$ cat src/hw/rtl/rso_pkg.sv
// Shared types and constants of the recursive sine oscillator.
// Holds the controller/datapath command and status structs and register indexes.
// No dependencies.
`timescale 1ns / 1ps

package rso_pkg;

  // Fixed-point formats of the oscillator state.
  localparam int VALUE_BITS = 24;
  localparam int FRAC_BITS  = 22;
  localparam int GAIN_BITS  = 16;
  localparam int GAIN_ACC_BITS = 32;
  localparam int CHAN_BITS  = 4;
  localparam int CFG_INDEX_BITS = 3;
  localparam int CFG_DATA_BITS  = 24;
  localparam int CHANNEL_FIELD_BITS = 3;

  // Configuration register indexes.
  localparam logic [CFG_INDEX_BITS-1:0] REG_COEF_P       = 3'd0;
  localparam logic [CFG_INDEX_BITS-1:0] REG_START_VALUE  = 3'd1;
  localparam logic [CFG_INDEX_BITS-1:0] REG_TARGET_LEVEL = 3'd2;
  localparam logic [CFG_INDEX_BITS-1:0] REG_CHANNELS     = 3'd3;

  // Reset value of the channel count register.
  localparam logic [CHAN_BITS-1:0] CHANNELS_RESET = 4'd2;

  typedef struct packed {
    logic start;       // frame request accepted, apply pending reload
    logic mul;         // form coefficient times newer value
    logic upd;         // close the recursion and form value times gain
    logic scl;         // saturate sample, glide gain, clear channel count
    logic emit_next;   // current channel copy taken
  } rso_cmd_t;

  typedef struct packed {
    logic last;        // current channel copy is the final one
  } rso_status_t;

endpackage

$ cat src/hw/rtl/rso_datapath.sv
// Datapath of the recursive sine oscillator: config registers, recursion,
// gain multiply and smoothing, and the channel copy counter. Uses rso_pkg.
`timescale 1ns / 1ps

module rso_datapath import rso_pkg::*; #(
  parameter int MAX_CHANNELS = 8,
  parameter int SAMPLE_BITS  = 24,
  parameter int SMOOTH_SHIFT = 13
) (
  input  logic                          clk,
  input  logic                          rst,
  input  logic                          cfg_we,
  input  logic [CFG_INDEX_BITS-1:0]     cfg_index,
  input  logic [CFG_DATA_BITS-1:0]      cfg_data,
  input  rso_cmd_t                      cmd,
  output rso_status_t                   status,
  output logic signed [SAMPLE_BITS-1:0] sample,
  output logic [CHANNEL_FIELD_BITS-1:0] channel,
  output logic                          last_channel
);

  localparam int CNT_W  = (MAX_CHANNELS > 1) ? $clog2(MAX_CHANNELS) : 1;
  localparam int CNT_XW = (CNT_W > CHANNEL_FIELD_BITS) ? CNT_W : CHANNEL_FIELD_BITS;
  localparam int NUM_W  = CNT_W + 1;
  localparam int PROD_W = 2 * VALUE_BITS;
  localparam int QX_W   = PROD_W - FRAC_BITS + 1;
  localparam int SPROD_W = VALUE_BITS + GAIN_BITS + 1;
  localparam int SSH_W  = SPROD_W - GAIN_BITS;
  localparam int SEXT_W = ((SSH_W > SAMPLE_BITS) ? SSH_W : SAMPLE_BITS) + 1;
  localparam int DIFF_W = GAIN_ACC_BITS + 1;

  logic signed [VALUE_BITS-1:0]    coef_p;
  logic signed [VALUE_BITS-1:0]    start_value;
  logic [GAIN_BITS-1:0]            target_level;
  logic [CHAN_BITS-1:0]            channels;
  logic signed [VALUE_BITS-1:0]    older_value;
  logic signed [VALUE_BITS-1:0]    newer_value;
  logic [GAIN_ACC_BITS-1:0]        gain_level;
  logic                            reload_pending;
  logic signed [PROD_W-1:0]        prod_q;
  logic signed [SPROD_W-1:0]       prod_s;
  logic signed [SAMPLE_BITS-1:0]   sample_q;
  logic [CNT_W-1:0]                cnt;

  logic signed [QX_W-1:0]          q_wide;
  logic signed [VALUE_BITS-1:0]    q_sat;
  logic signed [SEXT_W-1:0]        s_ext;
  logic signed [SEXT_W-1:0]        s_hi;
  logic signed [SEXT_W-1:0]        s_lo;
  logic signed [SAMPLE_BITS-1:0]   s_sat;
  logic signed [DIFF_W-1:0]        gain_diff;
  logic signed [DIFF_W-1:0]        gain_step;
  logic [NUM_W-1:0]                num_eff;
  logic [NUM_W-1:0]                cnt_plus;
  logic [CNT_XW-1:0]               cnt_ext;

  // Recursion: floor(p*q1 / 2^22) - q0, saturated to the state width.
  always_comb begin
    q_wide = QX_W'(prod_q >>> FRAC_BITS) - QX_W'(older_value);
    if (q_wide > QX_W'((1 <<< (VALUE_BITS - 1)) - 1)) begin
      q_sat = {1'b0, {(VALUE_BITS-1){1'b1}}};
    end else if (q_wide < -QX_W'(1 <<< (VALUE_BITS - 1))) begin
      q_sat = {1'b1, {(VALUE_BITS-1){1'b0}}};
    end else begin
      q_sat = q_wide[VALUE_BITS-1:0];
    end
  end

  // Sample: floor(q * gain / 2^16), saturated to the sample width.
  always_comb begin
    s_ext = SEXT_W'(prod_s >>> GAIN_BITS);
    s_hi  = {{(SEXT_W-SAMPLE_BITS+1){1'b0}}, {(SAMPLE_BITS-1){1'b1}}};
    s_lo  = ~s_hi;
    if (s_ext > s_hi) begin
      s_sat = s_hi[SAMPLE_BITS-1:0];
    end else if (s_ext < s_lo) begin
      s_sat = s_lo[SAMPLE_BITS-1:0];
    end else begin
      s_sat = s_ext[SAMPLE_BITS-1:0];
    end
  end

  // Gain glides a fixed fraction of the remaining distance, rounded down.
  always_comb begin
    gain_diff = $signed({1'b0, target_level, {(GAIN_ACC_BITS-GAIN_BITS){1'b0}}})
              - $signed({1'b0, gain_level});
    gain_step = gain_diff >>> SMOOTH_SHIFT;
  end

  always_comb begin
    if (channels == '0) begin
      num_eff = NUM_W'(1);
    end else if ({1'b0, channels} > 5'(MAX_CHANNELS)) begin
      num_eff = NUM_W'(MAX_CHANNELS);
    end else begin
      num_eff = NUM_W'(channels);
    end
    cnt_plus = NUM_W'(cnt) + NUM_W'(1);
    cnt_ext  = CNT_XW'(cnt);
  end

  always_ff @(posedge clk) begin
    if (rst) begin
      coef_p         <= '0;
      start_value    <= '0;
      target_level   <= '0;
      channels       <= CHANNELS_RESET;
      older_value    <= '0;
      newer_value    <= '0;
      gain_level     <= '0;
      reload_pending <= 1'b1;
      cnt            <= '0;
    end else begin
      if (cfg_we) begin
        unique case (cfg_index)
          REG_COEF_P: begin
            coef_p         <= cfg_data[VALUE_BITS-1:0];
            reload_pending <= 1'b1;
          end
          REG_START_VALUE: begin
            start_value    <= cfg_data[VALUE_BITS-1:0];
            reload_pending <= 1'b1;
          end
          REG_TARGET_LEVEL: target_level <= cfg_data[GAIN_BITS-1:0];
          REG_CHANNELS:     channels     <= cfg_data[CHAN_BITS-1:0];
          default: ;
        endcase
      end
      if (cmd.start && reload_pending) begin
        reload_pending <= 1'b0;
        newer_value    <= '0;
        older_value    <= start_value;
      end
      if (cmd.upd) begin
        older_value <= newer_value;
        newer_value <= q_sat;
      end
      if (cmd.scl) begin
        gain_level <= gain_level + gain_step[GAIN_ACC_BITS-1:0];
        cnt        <= '0;
      end
      if (cmd.emit_next) begin
        cnt <= cnt + CNT_W'(1);
      end
    end
  end

  // Product registers carry no reset.
  always_ff @(posedge clk) begin
    if (cmd.mul) begin
      prod_q <= coef_p * newer_value;
    end
    if (cmd.upd) begin
      prod_s <= q_sat * $signed({1'b0, gain_level[GAIN_ACC_BITS-1 -: GAIN_BITS]});
    end
    if (cmd.scl) begin
      sample_q <= s_sat;
    end
  end

  assign status.last  = (cnt_plus == num_eff);
  assign sample       = sample_q;
  assign channel      = cnt_ext[CHANNEL_FIELD_BITS-1:0];
  assign last_channel = status.last;

endmodule

$ cat src/hw/rtl/rso_controller.sv
// Frame sequencer of the recursive sine oscillator.
// Drives the datapath through rso_pkg command and status structs.
`timescale 1ns / 1ps

module rso_controller import rso_pkg::*; (
  input  logic        clk,
  input  logic        rst,
  input  logic        in_valid,
  output logic        in_ready,
  input  logic        tick,
  output logic        out_valid,
  input  logic        out_ready,
  input  rso_status_t status,
  output rso_cmd_t    cmd
);

  localparam logic [2:0] S_IDLE = 3'd0;
  localparam logic [2:0] S_MUL  = 3'd1;
  localparam logic [2:0] S_UPD  = 3'd2;
  localparam logic [2:0] S_SCL  = 3'd3;
  localparam logic [2:0] S_EMIT = 3'd4;

  logic [2:0] state;
  logic [2:0] state_next;

  always_comb begin
    in_ready      = (state == S_IDLE);
    out_valid     = (state == S_EMIT);
    cmd.start     = in_ready && in_valid && tick;
    cmd.mul       = (state == S_MUL);
    cmd.upd       = (state == S_UPD);
    cmd.scl       = (state == S_SCL);
    cmd.emit_next = out_valid && out_ready;
  end

  always_comb begin
    state_next = state;
    unique case (state)
      S_IDLE: if (cmd.start) state_next = S_MUL;
      S_MUL:  state_next = S_UPD;
      S_UPD:  state_next = S_SCL;
      S_SCL:  state_next = S_EMIT;
      S_EMIT: if (cmd.emit_next && status.last) state_next = S_IDLE;
      default: state_next = S_IDLE;
    endcase
  end

  always_ff @(posedge clk) begin
    if (rst) begin
      state <= S_IDLE;
    end else begin
      state <= state_next;
    end
  end

  a_start_steps: assert property (@(posedge clk) disable iff (rst)
    cmd.start |=> cmd.mul ##1 cmd.upd ##1 cmd.scl ##1 out_valid)
    else $error("frame did not walk through the arithmetic steps");

  a_last_ends: assert property (@(posedge clk) disable iff (rst)
    (cmd.emit_next && status.last) |=> in_ready && !out_valid)
    else $error("block not idle after final channel copy");

  a_copy_more: assert property (@(posedge clk) disable iff (rst)
    (cmd.emit_next && !status.last) |=> out_valid)
    else $error("channel copies stopped before the final one");

  a_one_step: assert property (@(posedge clk) disable iff (rst)
    $onehot0({cmd.mul, cmd.upd, cmd.scl, out_valid, in_ready}))
    else $error("more than one sequencer step active");

endmodule

$ cat src/hw/rtl/recursive_sine_oscillator.sv
// Top level of the recursive sine oscillator: configuration port, sequencer
// and datapath. Depends on rso_pkg, rso_controller and rso_datapath.
`timescale 1ns / 1ps

// Each accepted request with tick high advances a second-order recursion
// q_new = p*q1 - q0 (signed Q2.22), scales the new value by a smoothed gain
// and sends the saturated sample once per configured channel, the final copy
// flagged by last_channel. A request with tick low is taken and produces
// nothing. A frame steps from acceptance through the coefficient multiplier,
// closing the recursion and driving the gain multiplier, saturating the
// sample and gliding the gain, then the n channel copies at the output
// register, where n is the effective channel count (1 to MAX_CHANNELS), each
// held until the output side takes it. Requests are held off while copies
// are still waiting. Writing the coefficient or the start value restarts the
// oscillator at the next frame (q1 = 0, q0 = start value); writing the target
// lets the gain keep gliding toward it by 1/2^SMOOTH_SHIFT of the remaining
// distance per frame. The configuration port is always ready and must only be
// written while no frame is in flight.

module recursive_sine_oscillator import rso_pkg::*; #(
  parameter int MAX_CHANNELS = 8,
  parameter int SAMPLE_BITS  = 24,
  parameter int SMOOTH_SHIFT = 13
) (
  input  logic                          clk,
  input  logic                          rst,
  input  logic                          in_valid,
  output logic                          in_ready,
  input  logic                          tick,
  output logic                          out_valid,
  input  logic                          out_ready,
  output logic signed [SAMPLE_BITS-1:0] sample,
  output logic [CHANNEL_FIELD_BITS-1:0] channel,
  output logic                          last_channel,
  input  logic                          cfg_valid,
  output logic                          cfg_ready,
  input  logic [CFG_INDEX_BITS-1:0]     cfg_index,
  input  logic [CFG_DATA_BITS-1:0]      cfg_data
);

  rso_cmd_t    cmd;
  rso_status_t status;

  // Register writes complete in the cycle they are offered.
  assign cfg_ready = 1'b1;

  rso_controller u_ctrl (
    .clk       (clk),
    .rst       (rst),
    .in_valid  (in_valid),
    .in_ready  (in_ready),
    .tick      (tick),
    .out_valid (out_valid),
    .out_ready (out_ready),
    .status    (status),
    .cmd       (cmd)
  );

  rso_datapath #(
    .MAX_CHANNELS (MAX_CHANNELS),
    .SAMPLE_BITS  (SAMPLE_BITS),
    .SMOOTH_SHIFT (SMOOTH_SHIFT)
  ) u_dp (
    .clk          (clk),
    .rst          (rst),
    .cfg_we       (cfg_valid && cfg_ready),
    .cfg_index    (cfg_index),
    .cfg_data     (cfg_data),
    .cmd          (cmd),
    .status       (status),
    .sample       (sample),
    .channel      (channel),
    .last_channel (last_channel)
  );

endmodule
$ cat config.mk
export PLATFORM = sky130hd
export DESIGN_NAME = recursive_sine_oscillator
export DESIGN_NICKNAME = d
export VERILOG_FILES = /design/src/hw/rtl/rso_pkg.sv /design/src/hw/rtl/rso_datapath.sv /design/src/hw/rtl/rso_controller.sv /design/src/hw/rtl/recursive_sine_oscillator.sv
export SDC_FILE = /design/constraint.sdc
export NUM_CORES = 2
export LEC_CHECK = 0
export BUFFER_PORTS_ARGS = -buffer_cell sky130_fd_sc_hd__buf_2
export CORE_MARGIN = 5
export CORE_UTILIZATION = 44
export DETAILED_ROUTE_END_ITERATION = 12
export HOLD_SLACK_MARGIN = 0.1
export PLACE_DENSITY = 0.59
export SLEW_MARGIN = 20
export SYNTH_ARGS = -nofsm -noshare
export SYNTH_HDL_FRONTEND = slang
export SYNTH_SLANG_ARGS = --single-unit
$ cat constraint.sdc
create_clock -name clk -period 22.4 [get_ports clk]
set_clock_uncertainty 0.1 [all_clocks]
set_input_delay 1.12 -clock clk [delete_from_list [all_inputs] [get_ports clk]]
set_output_delay 1.12 -clock clk [all_outputs]
set_load 0.05 [all_outputs]
==> reports/qor.yml <==
run_status:
  status: "complete, no violations"
sta:
  max_clock_freq_ghz: 0.0849
  finalHoldViolCount: 0
  min_period_ns: 11.78
  slew_headroom: 0.213
  grt_setup_unrepaired: "no"
  final.setup.tns_ns: 0
  period_share: 0.526
  hold_ws_ns: 0.355
  worst_pin_slew_ns: 1.18
  setup-violations-final: 0
  finalMaxSlewViolations: 0
yosys:
  syn-num-nets: 6529
  synth_compound_area_frac: 0.120
  synth_edf_count: 75
  synth_top_family_by_area: "adder cells"
  synth.cell_area_mm2: 0.0473
  yosysWarnings: 0
  synthXorXnorAreaFrac: 0.0221
  yosys.cell_types.count: 80
  yosys.area_share.simple: 0.136
  synth_seq_cells: 230
  netlist_instances: 5210
  synth-seq-area-share: 0.113
  avgSynthCellArea_um2: 9.07
  ys.flop_type: "dfxtp_1"
  synth_adder_area_share: 0.497
  synthMuxAreaShare: 0.00111
  async_reset_ff_frac: 0
detailed_routing:
  postRouteAntennaNets: 0
  wl_per_cell_um: 20.7
  drc_errors: 0
  drt_pass1_iterations: 5
  drt-total-wl_um: 135000
  drtIter0Drc: 3032
  via_per_inst: 5.55
  vias: 36300
clocking:
  h-tree-depth: 1
  cts_tree: "done"
  worstSkewPairLatency_ns: 0.60
  cts_sinks: 230
  cts_buffers: 28
  post-cts-setup-buffers: 0
  cts_hold_buf: 0
  cts-root-buf: "clkbuf_16"
  cts_buffer_depth: 3
  cts-resized-gates: 0
  cts.reportedPaths.clkPinSlew_ns: 0.06
global_route:
  grt_overflow_total: 0
  grt_max_degree: 108
  grt_pass1_vias: 37400
  grt_pass1_wl_um: 215000
  grt_util_all_layers: 0.241
  antenna_found_initial: 9
placed_design:
  hpwl_um: 101000
  place_congestion: 0.875
  dp_cells: 6483
  io_buffers: 62
floorplanning:
  core_area_mm2: 0.107
  ioPinCount: 64
  die_h_um: 338
  die_area_mm2: 0.114
  rows: 120
  dieWidth_um: 338
  start_util: 0.442
worst_setup_path:
  cp_slowest_stage_delay_ns: 0.98
  crit_slowest_cell: "buf_4"
  end_kind: "flip-flop"
  path_max_fanout: 107
  worstPathArrival_ns: 12.02
  worst_setup_path_start_kind: "flip-flop"
  crit_type: "reg2reg"
  required_ns: 22.64
  crit_top_cell: "fa_1"
finish:
  final_cells: 6539
  drive_gt1_frac: 0.0583
  syn2layout_area_growth_pct: 5.81
  final_util: 0.468
  nets: 6430
run:
  cap_violations: 0
pwr:
  powerDensity_mw_per_mm2: 35.6
  totalPowerFinal_mw: 1.78
  p_leak_nw: 22.9
  ir_worst_vdd_v: 0.0000591
hold_path:
  min_path_type: "reg2reg"
[worst max-delay path, delay by kind of cell (launching register included)]
kind / cells / cell delay (ns)
AO/OA/AOI/OAI: 14 / 4.17
adder cells (fa/ha/maj): 8 / 3.65
buffers and inverters: 5 / 1.79
AND/OR/NAND/NOR: 3 / 1.20
flip-flops: 1 / 0.43
XOR/XNOR: 1 / 0.08
[worst paths after layout]
check | startpoint | endpoint | slack [ns] | cells past startpoint
hold reg to reg | u_dp.start_value[4] | u_dp.start_value[4] | 0.35 | 2
setup reg to reg | u_dp.prod_q[23] | u_dp.prod_s[34] | 10.62 | 31
hold / removal | u_dp.start_value[4] | u_dp.start_value[4] | 0.35 | 2
setup / recovery | u_dp.prod_q[23] | u_dp.prod_s[34] | 10.62 | 31
[layout make-up]
cell class	instances	area (um^2)
well taps	1403	1760
clock buffers	31	722
clock inverters	21	236
flip-flops and latches	230	5370
diodes	3	7.51
multi-input cells	3614	36800
fillers	10400	56900
repair buffers	172	1140
inverters	1065	4000
[cells by family after synthesis]
kind of cell,Yosys count
simple gates,1379
buf+inv,1366
compound gates,824
other cells,1
fa+ha+maj,1286
flops,230
xor+xnor,119
mux,5
[state kept, by name, summed over array words and instances, names as in the netlist]
register / cells
u_dp.prod_s: 25
u_dp.prod_q: 26
u_dp.sample: 24
u_dp.channel: 3
u_ctrl.state: 3
u_dp.start_value: 24
u_dp.gain_level: 32
u_dp.coef_p: 24
u_dp.reload_pending: 1
u_dp.channels: 4
u_dp.target_level: 16
u_dp.older_value: 24
u_dp.newer_value: 24
[synthesized netlist by cell type, drive strengths merged (9+ instances only)]
master  instances  share of area
nor3           54         0.0060
a32o           10         0.0021
edfxtp         75          0.048
nor2b          20         0.0026
xor2           32         0.0059
ha            303          0.080
or3            16         0.0021
xnor2          87          0.016
o21bai          9         0.0014
nand2b         36         0.0048
and3           36         0.0048
clkbuf        244          0.019
a32oi          11         0.0020
o211ai         85          0.014
a311oi         30         0.0056
a21o           39         0.0062
inv          1062          0.084
a31oi          97          0.013
nand4          16         0.0021
o211a          46         0.0097
and2          200          0.026
nand3          50         0.0059
a211oi         35         0.0067
a21oi         175          0.019
nand3b         24         0.0038
o21ai         151          0.016
o31ai          26         0.0055
nand2         716          0.057
o21a           33         0.0052
nor2          167          0.013
a31o           16         0.0030
nor3b          18         0.0029
fa            983           0.42
dfxtp         155          0.066
buf            57         0.0069
[power by group]
part | leakage (nW) | internal [mW] | switching [mW]
Sequential | 1.96 | 0.458 | 0.0371
Combinational | 20.5 | 0.219 | 0.588
Clock | 0.467 | 0.279 | 0.200
Total | 22.9 | 0.956 | 0.825
[per-stage QoR]
step,instance area [um^2],worst slack [ns]
floorplan,47300,13.40
global placement,49000,10.86
detailed placement,49000,10.71
CTS,50000,10.68
global route,50000,9.85
finish,50000,10.62
[cells in the final DEF (no fill, tap or decap), types with 39 or more instances in the layout]
cell type | netlist | final
a31oi_1 | 97 | 97
o211ai_1 | 85 | 85
edfxtp_1 | 75 | 75
buf_2 | 36 | 61
nor3_1 | 51 | 51
and2_1 | 200 | 200
inv_1 | 1062 | 1061
buf_4 | 6 | 109
fa_1 | 983 | 983
dfxtp_1 | 155 | 142
xnor2_1 | 87 | 83
nand2_1 | 716 | 716
nor2_1 | 166 | 165
a21o_1 | 39 | 39
o21ai_0 | 149 | 149
o211a_1 | 46 | 46
nand3_1 | 46 | 46
a21oi_1 | 173 | 172
ha_1 | 303 | 303
[routing by layer]
| metal | vias up | track usage | wire length [um] |
|---|---|---|---|
| li1 | 16100 | - | - |
| met1 | 18500 | 0.342 | 57300 |
| met2 | 1381 | 0.391 | 63200 |
| met3 | 265 | 0.0352 | 10900 |
| met4 | 6 | 0.0618 | 3910 |
| met5 | - | 0 | 34 |
(Power assumes the default switching activity.)
